$ cat src/design/u8rd_pkg.sv
// Shared types, constants and helper functions for the utf-8 repair decoder.
// No dependencies; used by every module of the block.
package u8rd_pkg;

  localparam int unsigned MaxSeqBytesDef = 6;                   // default longest form
  localparam int unsigned MaxSeqBytesTop = 6;                   // upper end of the range
  localparam int unsigned HeldMax        = MaxSeqBytesTop - 1;  // held byte slots in a command
  localparam int unsigned CntW           = $clog2(MaxSeqBytesTop + 1);
  localparam int unsigned CpW            = 31;
  localparam int unsigned QDepth         = 2;

  localparam logic [CpW-1:0] ReplChar = CpW'(32'h0000_FFFD);

  typedef enum logic [1:0] {
    HowDecoded  = 2'd0,
    HowRaw      = 2'd1,
    HowReplaced = 2'd2
  } how_e;

  typedef struct packed {
    logic [7:0] byte_in;
    logic       end_of_string;
  } in_t;

  typedef struct packed {
    logic [CpW-1:0] code_point;
    how_e           how_made;
    logic           final_res;
  } out_t;

  // one step worth of work handed from front to back
  typedef struct packed {
    logic [CntW-1:0]          flush_cnt;  // held bytes given raw first
    logic [HeldMax-1:0][7:0]  held;
    logic                     mid_vld;    // one more result after the flush
    logic [CpW-1:0]           mid_cp;
    how_e                     mid_how;
    logic                     last;       // step carried end of string
  } cmd_t;

  // length of the form that a lead byte opens, zero if it is no multi-byte lead
  function automatic logic [CntW-1:0] lead_size(input logic [7:0] b);
    logic [CntW-1:0] s;
    s = '0;
    if (b[7:5] == 3'b110)         s = CntW'(2);
    else if (b[7:4] == 4'b1110)   s = CntW'(3);
    else if (b[7:3] == 5'b11110)  s = CntW'(4);
    else if (b[7:2] == 6'b111110) s = CntW'(5);
    else if (b[7:1] == 7'b1111110) s = CntW'(6);
    return s;
  endfunction

  // payload bits carried by a lead byte
  function automatic logic [4:0] lead_bits(input logic [7:0] b);
    logic [4:0] v;
    v = '0;
    if (b[7:5] == 3'b110)          v = b[4:0];
    else if (b[7:4] == 4'b1110)    v = {1'b0, b[3:0]};
    else if (b[7:3] == 5'b11110)   v = {2'b00, b[2:0]};
    else if (b[7:2] == 6'b111110)  v = {3'b000, b[1:0]};
    else                           v = {4'b0000, b[0]};
    return v;
  endfunction

endpackage

$ cat src/design/utf8_repair_decoder.sv
// Top level of the utf-8 repair decoder: front, command queue, back.
// Depends on u8rd_pkg, u8rd_front, u8rd_queue and u8rd_back.
//
// usage
//   input side is a queue write port: a byte transfers at a clock edge with
//   push high and full low; end_of_string flags the last byte of a string
//   result side is a queue read port: the oldest result sits on out_data_o
//   while empty is low and transfers at an edge with pop high
// order and throughput
//   a byte that yields results shows its first one on out_data_o after the
//   command queue and the output register, and can transfer no earlier;
//   the front takes one byte per cycle while full is low, the back one
//   result per cycle while it has a command and room, so clean text streams
//   at one byte per cycle when nothing stalls; a step that gives n results
//   holds the back for all n; a broken sequence replays up to MAX_SEQ_BYTES
//   results from one byte; bytes that only extend an open sequence give none
// reset and stall
//   reset drops any open sequence, the command queue and the output register
//   a stalled receiver fills the output register, then the two-entry queue,
//   then full rises and holds off the sender; nothing is lost
module utf8_repair_decoder #(
  parameter int unsigned MAX_SEQ_BYTES = u8rd_pkg::MaxSeqBytesDef
) (
  input  logic           clk_i,
  input  logic           rst_ni,
  input  logic           push,
  output logic           full,
  input  u8rd_pkg::in_t  in_data_i,
  output logic           empty,
  input  logic           pop,
  output u8rd_pkg::out_t out_data_o
);
  import u8rd_pkg::*;

  // front to queue
  logic f_push;
  cmd_t f_cmd;
  logic acc;

  // queue to back
  logic q_vld;
  logic q_pop;
  cmd_t q_cmd;

  // byte transfer on the input side
  assign acc = push && !full;

  u8rd_front #(
    .MAX_SEQ_BYTES (MAX_SEQ_BYTES)
  ) u_front (
    .clk_i     (clk_i),
    .rst_ni    (rst_ni),
    .acc_i     (acc),
    .in_i      (in_data_i),
    .cmd_vld_o (f_push),
    .cmd_o     (f_cmd)
  );

  // full here is the only back pressure the sender sees
  u8rd_queue u_queue (
    .clk_i     (clk_i),
    .rst_ni    (rst_ni),
    .wr_i      (f_push),
    .wr_data_i (f_cmd),
    .full_o    (full),
    .rd_i      (q_pop),
    .vld_o     (q_vld),
    .rd_data_o (q_cmd)
  );

  // back drains the head command into the output register
  u8rd_back u_back (
    .clk_i      (clk_i),
    .rst_ni     (rst_ni),
    .cmd_vld_i  (q_vld),
    .cmd_i      (q_cmd),
    .cmd_pop_o  (q_pop),
    .empty_o    (empty),
    .pop_i      (pop),
    .out_data_o (out_data_o)
  );

  // the last byte of a string always leaves work for the back part
  a_eos_makes_cmd : assert property (@(posedge clk_i) disable iff (!rst_ni)
    (acc && in_data_i.end_of_string) |-> f_push)
    else $error("end of string produced no command");

  // the head command only retires when the output register can take a result
  a_pop_needs_room : assert property (@(posedge clk_i) disable iff (!rst_ni)
    q_pop |-> (empty || pop))
    else $error("command retired while output register blocked");

  // a full queue always has a head to work on
  a_full_has_head : assert property (@(posedge clk_i) disable iff (!rst_ni)
    full |-> q_vld)
    else $error("queue full without a valid head");

  // a result of the output register cannot vanish without a pop
  a_result_held : assert property (@(posedge clk_i) disable iff (!rst_ni)
    (!empty && !pop) |=> !empty)
    else $error("result lost while stalled");

endmodule

$ cat src/design/u8rd_front.sv
// Front part: takes bytes, tracks the open sequence and builds commands.
// Depends on u8rd_pkg.
module u8rd_front #(
  parameter int unsigned MAX_SEQ_BYTES = u8rd_pkg::MaxSeqBytesDef
) (
  input  logic           clk_i,
  input  logic           rst_ni,
  input  logic           acc_i,
  input  u8rd_pkg::in_t  in_i,
  output logic           cmd_vld_o,
  output u8rd_pkg::cmd_t cmd_o
);
  import u8rd_pkg::*;

  localparam int unsigned HeldDepth = MAX_SEQ_BYTES - 1;
  localparam int unsigned HIdxW     = $clog2(HeldDepth);

  logic [7:0]       held_q [HeldDepth];
  logic [CntW-1:0]  count_q, count_d;
  logic [CntW-1:0]  size_q, size_d;
  logic [CpW-1:0]   part_q, part_d;
  logic             held_we;
  logic [HIdxW-1:0] held_wa;

  logic [7:0]       b;
  logic             cont;
  logic [CntW-1:0]  lsize;
  logic             starts;
  logic [CpW-1:0]   newp;
  cmd_t             cmd;

  assign b      = in_i.byte_in;
  assign cont   = (b[7:6] == 2'b10);
  assign lsize  = lead_size(b);
  assign starts = (lsize != '0) && (lsize <= CntW'(MAX_SEQ_BYTES));
  assign newp   = {part_q[CpW-7:0], b[5:0]};

  always_comb begin
    cmd       = '0;
    cmd.last  = in_i.end_of_string;
    cmd.mid_how = HowRaw;
    for (int i = 0; i < HeldDepth; i++) begin
      cmd.held[i] = held_q[i];
    end
    count_d = count_q;
    size_d  = size_q;
    part_d  = part_q;
    held_we = 1'b0;
    held_wa = '0;
    if ((size_q != '0) && cont) begin
      if (({1'b0, count_q} + 1'b1) >= {1'b0, size_q}) begin
        cmd.mid_vld = 1'b1;
        cmd.mid_cp  = newp;
        cmd.mid_how = HowDecoded;
        count_d = '0;
        size_d  = '0;
        part_d  = '0;
      end else if (in_i.end_of_string) begin
        // string ends inside the sequence: everything held and this byte come out raw
        cmd.held[count_q] = b;
        cmd.flush_cnt     = count_q + 1'b1;
        count_d = '0;
        size_d  = '0;
        part_d  = '0;
      end else begin
        held_we = 1'b1;
        held_wa = count_q[HIdxW-1:0];
        count_d = count_q + 1'b1;
        part_d  = newp;
      end
    end else begin
      if (size_q != '0) begin
        // broken sequence, replay what was held
        cmd.flush_cnt = count_q;
        count_d = '0;
        size_d  = '0;
        part_d  = '0;
      end
      if ((b == 8'h00) || cont) begin
        cmd.mid_vld = 1'b1;
        cmd.mid_cp  = CpW'(b);
        cmd.mid_how = HowRaw;
      end else if (!b[7]) begin
        cmd.mid_vld = 1'b1;
        cmd.mid_cp  = CpW'(b);
        cmd.mid_how = HowDecoded;
      end else if (b[7:1] == 7'b1111111) begin
        cmd.mid_vld = 1'b1;
        cmd.mid_cp  = ReplChar;
        cmd.mid_how = HowReplaced;
      end else if (!starts || in_i.end_of_string) begin
        // lead too long, or lead opened and closed by the end of string
        cmd.mid_vld = 1'b1;
        cmd.mid_cp  = CpW'(b);
        cmd.mid_how = HowRaw;
      end else begin
        held_we = 1'b1;
        held_wa = '0;
        count_d = CntW'(1);
        size_d  = lsize;
        part_d  = CpW'(lead_bits(b));
      end
    end
  end

  assign cmd_o     = cmd;
  assign cmd_vld_o = acc_i && ((cmd.flush_cnt != '0) || cmd.mid_vld);

  always_ff @(posedge clk_i or negedge rst_ni) begin
    if (!rst_ni) begin
      count_q <= '0;
      size_q  <= '0;
      part_q  <= '0;
    end else if (acc_i) begin
      count_q <= count_d;
      size_q  <= size_d;
      part_q  <= part_d;
    end
  end

  always_ff @(posedge clk_i) begin
    if (acc_i && held_we) begin
      held_q[held_wa] <= b;
    end
  end

endmodule

$ cat src/design/u8rd_queue.sv
// Short command queue between the front and back parts.
// Depends on u8rd_pkg.
module u8rd_queue (
  input  logic           clk_i,
  input  logic           rst_ni,
  input  logic           wr_i,
  input  u8rd_pkg::cmd_t wr_data_i,
  output logic           full_o,
  input  logic           rd_i,
  output logic           vld_o,
  output u8rd_pkg::cmd_t rd_data_o
);
  import u8rd_pkg::*;

  localparam int unsigned PtrW = $clog2(QDepth);

  cmd_t                  mem_q [QDepth];
  logic [PtrW-1:0]       wp_q, rp_q;
  logic [$clog2(QDepth+1)-1:0] cnt_q;

  assign full_o    = (cnt_q == ($clog2(QDepth+1))'(QDepth));
  assign vld_o     = (cnt_q != '0);
  assign rd_data_o = mem_q[rp_q];

  always_ff @(posedge clk_i or negedge rst_ni) begin
    if (!rst_ni) begin
      wp_q  <= '0;
      rp_q  <= '0;
      cnt_q <= '0;
    end else begin
      if (wr_i) begin
        wp_q <= (wp_q == PtrW'(QDepth - 1)) ? '0 : wp_q + 1'b1;
      end
      if (rd_i) begin
        rp_q <= (rp_q == PtrW'(QDepth - 1)) ? '0 : rp_q + 1'b1;
      end
      if (wr_i && !rd_i) begin
        cnt_q <= cnt_q + 1'b1;
      end else if (rd_i && !wr_i) begin
        cnt_q <= cnt_q - 1'b1;
      end
    end
  end

  always_ff @(posedge clk_i) begin
    if (wr_i) begin
      mem_q[wp_q] <= wr_data_i;
    end
  end

endmodule

$ cat src/design/u8rd_back.sv
// Back part: walks one command a result at a time into the output register.
// Depends on u8rd_pkg.
module u8rd_back (
  input  logic           clk_i,
  input  logic           rst_ni,
  input  logic           cmd_vld_i,
  input  u8rd_pkg::cmd_t cmd_i,
  output logic           cmd_pop_o,
  output logic           empty_o,
  input  logic           pop_i,
  output u8rd_pkg::out_t out_data_o
);
  import u8rd_pkg::*;

  logic [CntW-1:0] idx_q, idx_d;
  logic            ovld_q, ovld_d;
  out_t            out_q, out_d;
  logic            load;
  logic            in_flush;
  logic            cmd_end;

  assign load     = cmd_vld_i && (!ovld_q || pop_i);
  assign in_flush = (idx_q < cmd_i.flush_cnt);
  assign cmd_end  = in_flush ? ((idx_q + 1'b1 == cmd_i.flush_cnt) && !cmd_i.mid_vld)
                             : 1'b1;

  always_comb begin
    idx_d  = idx_q;
    ovld_d = ovld_q && !pop_i;
    out_d  = out_q;
    if (load) begin
      ovld_d = 1'b1;
      if (in_flush) begin
        out_d.code_point = CpW'(cmd_i.held[idx_q]);
        out_d.how_made   = HowRaw;
      end else begin
        out_d.code_point = cmd_i.mid_cp;
        out_d.how_made   = cmd_i.mid_how;
      end
      out_d.final_res = cmd_i.last && cmd_end;
      idx_d = cmd_end ? '0 : idx_q + 1'b1;
    end
  end

  assign cmd_pop_o  = load && cmd_end;
  assign empty_o    = !ovld_q;
  assign out_data_o = out_q;

  always_ff @(posedge clk_i or negedge rst_ni) begin
    if (!rst_ni) begin
      idx_q  <= '0;
      ovld_q <= 1'b0;
    end else begin
      idx_q  <= idx_d;
      ovld_q <= ovld_d;
    end
  end

  always_ff @(posedge clk_i) begin
    out_q <= out_d;
  end

endmodule

$ cat config.mk
export PLATFORM = sky130hd
export DESIGN_NAME = utf8_repair_decoder
export DESIGN_NICKNAME = d
export VERILOG_FILES = /design/src/design/u8rd_pkg.sv /design/src/design/utf8_repair_decoder.sv /design/src/design/u8rd_front.sv /design/src/design/u8rd_queue.sv /design/src/design/u8rd_back.sv
export SDC_FILE = /design/constraint.sdc
export NUM_CORES = 1
export LEC_CHECK = 0
export CAP_MARGIN = 40
export CORE_MARGIN = 8
export CORE_UTILIZATION = 35
export CTS_CLUSTER_DIAMETER = 60
export CTS_CLUSTER_SIZE = 28
export DETAILED_ROUTE_END_ITERATION = 6
export DONT_BUFFER_PORTS = 1
export GPL_TIMING_DRIVEN = 0
export PLACE_DENSITY_LB_ADDON = 0.3
export SLEW_MARGIN = 20
export SYNTH_ARGS = -nofsm -noshare
export SYNTH_HDL_FRONTEND = slang
export SYNTH_HIERARCHICAL = 1
export SYNTH_SLANG_ARGS = --single-unit
$ cat constraint.sdc
create_clock -name clk_i -period 13.4 [get_ports clk_i]
set_input_delay 1.34 -clock clk_i [delete_from_list [all_inputs] [get_ports clk_i]]
set_output_delay 1.34 -clock clk_i [all_outputs]
set_load 0.03 [all_outputs]
==> results of run 1 <==
==> registers in the layout, summed over array words and instances (netlist names) <==
register	cells
u_back/idx_q	3
u_back/out_data_o	34
u_back/ovld_q	1
u_front/count_q	3
u_front/held_q	40
u_front/part_q	25
u_front/size_q	3
u_queue/cnt_q	2
u_queue/mem_q	156
u_queue/rp_q	1
u_queue/wp_q	1
==> cell families (layout without fill, tap and decap cells) <==
kind of cell | count (synthesis) | after routing | synth area share (%)
muxes | 125 | 125 | 13.8
adders and majority gates | 9 | 9 | 0.983
buffers and inverters | 60 | 100 | 2.64
xor gates and xnor gates | 8 | 8 | 0.743
and+or+nand+nor | 139 | 139 | 8.02
DFF | 269 | 269 | 68.8
AOI/OAI and AO/OA | 76 | 76 | 5.04
==> per-layer routing <==
| layer | wire length (um) | vias to the layer above | share of wire, % | GRT usage (%) |
|---|---|---|---|---|
| met5 | 0 | - | 0 | 0 |
| met4 | 287 | 0 | 1.2 | 2.48 |
| met3 | 1130 | 23 | 4.8 | 2.10 |
| met2 | 11200 | 128 | 48 | 20.1 |
| met1 | 11000 | 2956 | 46 | 16.3 |
| li1 | - | 2675 | - | - |
==> critical path: cells and delay by family, from the launching register on <==
family | cells | cell delay (ns)
AO/OA/AOI/OAI | 4 | 1.24
buffers and inverters | 4 | 0.82
adder cells (fa/ha/maj) | 2 | 0.68
flip-flops | 1 | 0.51
AND/OR/NAND/NOR | 1 | 0.40
==> path summary, 6_finish.rpt <==
path / startpoint / to / slack, ns / cells past startpoint
max: u_front/count_q[1] / u_queue/mem_q[0][52] / 9.44 / 11
min: u_queue/cnt_q[1] / u_queue/cnt_q[1] / 0.48 / 1
max reg2reg: u_front/count_q[1] / u_queue/mem_q[0][52] / 9.44 / 11
min reg2reg: u_queue/cnt_q[1] / u_queue/cnt_q[1] / 0.48 / 1
max in group asynchronous: rst_ni / u_back/ovld_q / 12.78 / 0
min in group asynchronous: rst_ni / u_front/size_q[0] / 0.51 / 0
==> area by class of cell <==
type                            count  area (um2)
Tap cell                          442         553
Clock buffer                       20         479
Timing Repair Buffer                9         168
Clock inverter                     11         171
Buffer                             41         231
Fill cell                        3004       19500
Sequential cell                   269        7880
Multi-Input combinational cell    357        3310
Inverter                           19        71.3
==> stage by stage <==
step / setup slack [ns] / hold WS, ns / util (%)
after floorplan: 6.94 / 0.447 / -
final: 9.44 / 0.482 / 39.7
after detailed placement: 9.29 / 0.474 / 37.7
after global routing: 9.17 / 0.482 / 39.7
after global placement: 4.28 / 0.466 / 37.1
after CTS: 9.40 / 0.487 / 39.7
==> power by group through the flow <==
stage | Sequential (mW) | Combinational (mW) | Clock (mW)
6_report | 1.30 | 0.761 | 0.601
5_1_grt | 1.32 | 0.835 | 0.648
4_1_cts | 1.31 | 0.775 | 0.621
3_5_place_dp | 1.33 | 0.770 | 0
3_3_place_gp | 1.35 | 0.730 | 0
2_1_floorplan | 1.31 | 0.542 | 0
==> cells in the mapped netlist, types with 4 or more instances <==
cell / n
and2_1: 33
nand2_1: 22
mux2_4: 22
edfxtp_1: 230
nand3_1: 7
and3_1: 18
xor2_1: 6
mux2_2: 94
nor2b_1: 7
dfrtp_1: 39
a32o_1: 6
o31ai_1: 4
buf_2: 17
mux4_2: 8
or2_2: 5
clkbuf_1: 16
nor2_1: 5
o21ai_1: 11
nor4_1: 5
ha_1: 9
a22o_1: 23
inv_1: 19
o21ai_0: 5
buf_6: 7
a21o_1: 10
a21oi_1: 4
nand2b_1: 11
==> reports/results.txt, run 1 <==
Status = finished clean
Finished Cell Area = 0.0129 mm2
Area share of the largest cell type after synthesis = 60.3%
Tot Pwr = 2.66 mW
Die Wd = 197 um
Post-synth EDFFs = 230
Postcts setup bufs = 0
Row count = 66
Core Area = 0.0324 mm2
Final cell count without fillers = 1168
Synth area leaders = edfxtp_1 (60%), mux2_2 (9.2%), dfrtp_1 (8.5%)
IO buf count = 0
Cell Int Power = 1.76 mW
Total CTS buffers = 18
First-pass GRT wire length = 35900 um
Post-synthesis sequential area ratio = 68.8%
Gate Count Post-Synth = 686
Grt total ovfl = 0
Via density = 4.95
Rel. slew slack = 45.0%
Vias in the first global route = 5923
Fin. Hold Viols = 0
Gr usage total = 12.0%
Peak VDD IR = 0.0000842 V
Clk sinks = 269
Share of synthesized registers carrying an async set or reset = 14.5%
CP Class = reg2reg
Starting Density = 35.4%
Post-route antenna net violation count = 0
Arrival time at the worst endpoint = 4.17 ns
CTS tree = built
Clk Latency, worst-skew pair = 0.51 ns
Actual slew at the worst max-slew pin = 0.818 ns
Yosys top cell by area = edfxtp_1
Die area = 0.0388 mm2
Seq cells post-synth = 269
Detailed placement HPWL = 15800 um
Worst setup SP type = register
Peak Freq = 0.252 GHz
Switching share of power = 34.0%
RD Place Congestion = 0.858
First-pass DRT Iterations = 5
Synthesis-to-layout area growth = 12.3%
Via count = 5782
Crit path top cell by count = buf_16
Crit Path Max Fanout = 18
Final Cycle Share = 29.6%
Setup tns final = 0 ns
Initial antenna violation count = 0
Pwr dens = 207 mW/mm2
Commonest cells after routing, fill and taps aside = edfxtp_1 (230), mux2_2 (94), dfrtp_1 (39)
Mapped Nets = 708
Largest net degree at the start of global routing = 49
Share of power burned in registers = 48.9%
Top Ports = 49
H-tree levels = 1
Layout cells sized above 1 = 29.3%
Ant. Diodes = 0
Most common cell after layout, fill and taps aside = edfxtp_1
Crit path time final = 3.96 ns
Clock share of power = 22.6%
Comb power frac = 28.5%
Post-synth top flop = edfxtp_1
Max-slew violations = 0
Placed Area = 0.0122 mm2
Count of final setup violators = 0
Die Y-Extent = 197 um
Hold_buf cts = 0
Leakage Power = 4.70 nW
Syn_area_per_cell = 16.7 um2
Sw Pwr = 0.906 mW
Crit. End Element = register
MaxCap Viol Count = 0
Drt wl/cell = 20.2 um
Synth cell types = 56
CTS resizes = 0
Routed wire length = 23600 um
Fin nets = 737
Placed insts = 1137
Worst-path clk slew = 0.09 ns
Root Driver = clkbuf_16
Crit path cell chain = ha_1 > ha_1 > o21ai_0 > o21ai_1 > buf_2 > o31ai_1 > o41a_1 > nor2b_4 > buf_16 > buf_16 > buf_16
YS warnings = 6
Hold/Removal Path Class = reg2reg
Clock Tree Buf Depth = 3
Critical Path Max Stage Delay = 0.53 ns
Critical path required time = 13.60 ns
Worst Clk Skew = 0.0291 ns
Synth Cell Area = 0.0115 mm2
DR iter-0 viols = 382
Worst path slowest cell = o31ai_1
Drt drc = 0
RSZ-0062 raised after global routing = false
Power figures use the tool's default switching activity.
==> run 2: changes to the inputs <==
==> constraint.sdc (replaced) <==
create_clock -name clk_i -period 3.8 [get_ports clk_i]
set_input_delay 0.38 -clock clk_i [delete_from_list [all_inputs] [get_ports clk_i]]
set_output_delay 0.38 -clock clk_i [all_outputs]
set_load 0.03 [all_outputs]
==> run 2 against run 1 <==
Effect of this change: via count grew 2.4%; register-to-register slack worse by 9.2 ns; critical path type unchanged; final area is 1.3% higher; clock-buffer cell count up 2; clock skew down 0.0015 ns; critical path depth is 1 lower; clock power increased to 3.7 times the previous value; hold slack lost 0.41 ns; combinational power rose to 3.6 times the previous value; global-route usage grew 0.80 points; non-clock buffer count is 13 higher; sequential share of layout area fell by 0.78 points.
==> reports/results.txt, run 2 (same netlist as run 1, synthesis figures left out) <==
Final hold slack = 0.0670 ns
Placed Area = 0.0122 mm2
Drt wl/cell = 21.0 um
Rel. slew slack = 43.3%
Crit path cell chain = ha_1 > ha_1 > nor3b_1 > o21ai_1 > buf_2 > o31ai_2 > o41a_1 > nor2b_4 > buf_12 > buf_12
Worst reg2reg path startpoint = u_front/count_q[1]
Worst path slowest cell = dfrtp_1
Gr usage total = 12.8%
Actual slew at the worst max-slew pin = 0.844 ns
Final cell count without fillers = 1185
Setup tns final = 0 ns
Fin. Hold Viols = 0
Layout cells sized above 1 = 30.1%
Core Area = 0.0324 mm2
Row count = 66
Post-route antenna net violation count = 0
Critical path required time = 4.01 ns
Die Y-Extent = 197 um
Finished Cell Area = 0.0130 mm2
Leakage Power = 4.79 nW
Peak VDD IR = 0.000296 V
Commonest cells after routing, fill and taps aside = edfxtp_1 (230), mux2_2 (94), dfrtp_1 (39)
Crit Path Max Fanout = 21
Grt total ovfl = 0
Count of final setup violators = 0
Detailed placement HPWL = 16000 um
Routed wire length = 24900 um
Clk Latency, worst-skew pair = 0.52 ns
Via count = 5919
Total CTS buffers = 19
Max reg flops = 156
Critical Path Max Stage Delay = 0.50 ns
Initial antenna violation count = 0
IO buf count = 0
H-tree levels = 1
Synthesis-to-layout area growth = 13.7%
Max-slew violations = 0
Clk sinks = 269
Crit. End Element = register
CP Class = reg2reg
Status = finished clean
MaxCap Viol Count = 0
Worst-path clk slew = 0.08 ns
Arrival time at the worst endpoint = 3.81 ns
Worst setup SP type = register
Clock Tree Buf Depth = 3
Ant. Diodes = 0
First-pass DRT Iterations = 5
Crit path time final = 3.60 ns
CP startpoint = u_front/count_q[1]
Top Ports = 49
Worst r2r path cells = 10
Die area = 0.0388 mm2
CTS tree = built
Root Driver = clkbuf_16
Final Cycle Share = 94.7%
Vias in the first global route = 6007
Via density = 4.99
RD Place Congestion = 0.868
Fin nets = 752
DR iter-0 viols = 506
Pwr dens = 733 mW/mm2
Largest net degree at the start of global routing = 42
First-pass GRT wire length = 38000 um
Hold Path Depth = 1
Hold/Removal Path Class = in2reg
Most common cell after layout, fill and taps aside = edfxtp_1
RSZ-0062 raised after global routing = false
Die Wd = 197 um
Placed insts = 1136
Worst Clk Skew = 0.0276 ns
Starting Density = 35.4%
Drt drc = 0
Min-Delay Startpoint = in_data_i[0]
Tot Pwr = 9.55 mW
Peak Freq = 0.278 GHz
Largest Register = u_queue/mem_q
-- run 2: per-layer routing --
layer / up-vias / GRT usage, % / wire length [um]
met1: 3019 / 17.7 / 11400
li1: 2716 / - / -
met4: 0 / 4.01 / 671
met3: 43 / 2.01 / 1140
met5: - / 0 / 0
met2: 141 / 20.6 / 11700
-- run 2: path summary, 6_finish.rpt --
check	to	slack, ns
worst max-delay path	u_queue/mem_q[0][60]	0.20
worst min-delay path	u_queue/mem_q[1][0]	0.07
max in group asynchronous	u_queue/cnt_q[1]	3.24
worst min register to register	u_queue/cnt_q[1]	0.48
worst max register to register	u_queue/mem_q[0][60]	0.20
min in group asynchronous	u_front/part_q[15]	0.34
-- run 2: layout make-up --
cell class	instances	area, um2
fillers	2982	19300
flip-flops and latches	269	7880
multi-input cells	358	3340
well taps	442	553
clock buffers	22	507
repair buffers	22	272
plain buffers	41	231
clock inverters	12	178
inverters	19	71.3
-- run 2: where the power goes --
part           switching [mW]  internal (mW)  total, mW
registers               0.590           4.00       4.59
clock network            1.07           1.15       2.22
logic                    1.55           1.19       2.73
-- run 2: worst max-delay path: cells and delay by family, from the launching register on --
family,cells,cell delay (ns)
AOI/OAI and AO/OA,3,0.98
buffers and inverters,3,0.66
adders and majority gates,2,0.60
and+or+nand+nor,2,0.54
DFF,1,0.50
-- run 2: metrics by stage --
step / utilization, % / setup slack (ns)
5_1_grt: 40.3 / 0.0157
6_report: 40.3 / 0.203
3_5_place_dp: 37.6 / -0.209
2_1_floorplan: - / 0.0143
4_1_cts: 40.1 / 0.0320
3_3_place_gp: 37.1 / -1.26
-- run 2: repair_timing --
item                                   CTS  global route
setup endpoints to repair              106           114
pin swaps                                1             1
gates cloned                             1             0
endpoints found under the hold margin   79             1
hold buffers                            10             1
setup buffers                            2             1
resized for setup                        0             4
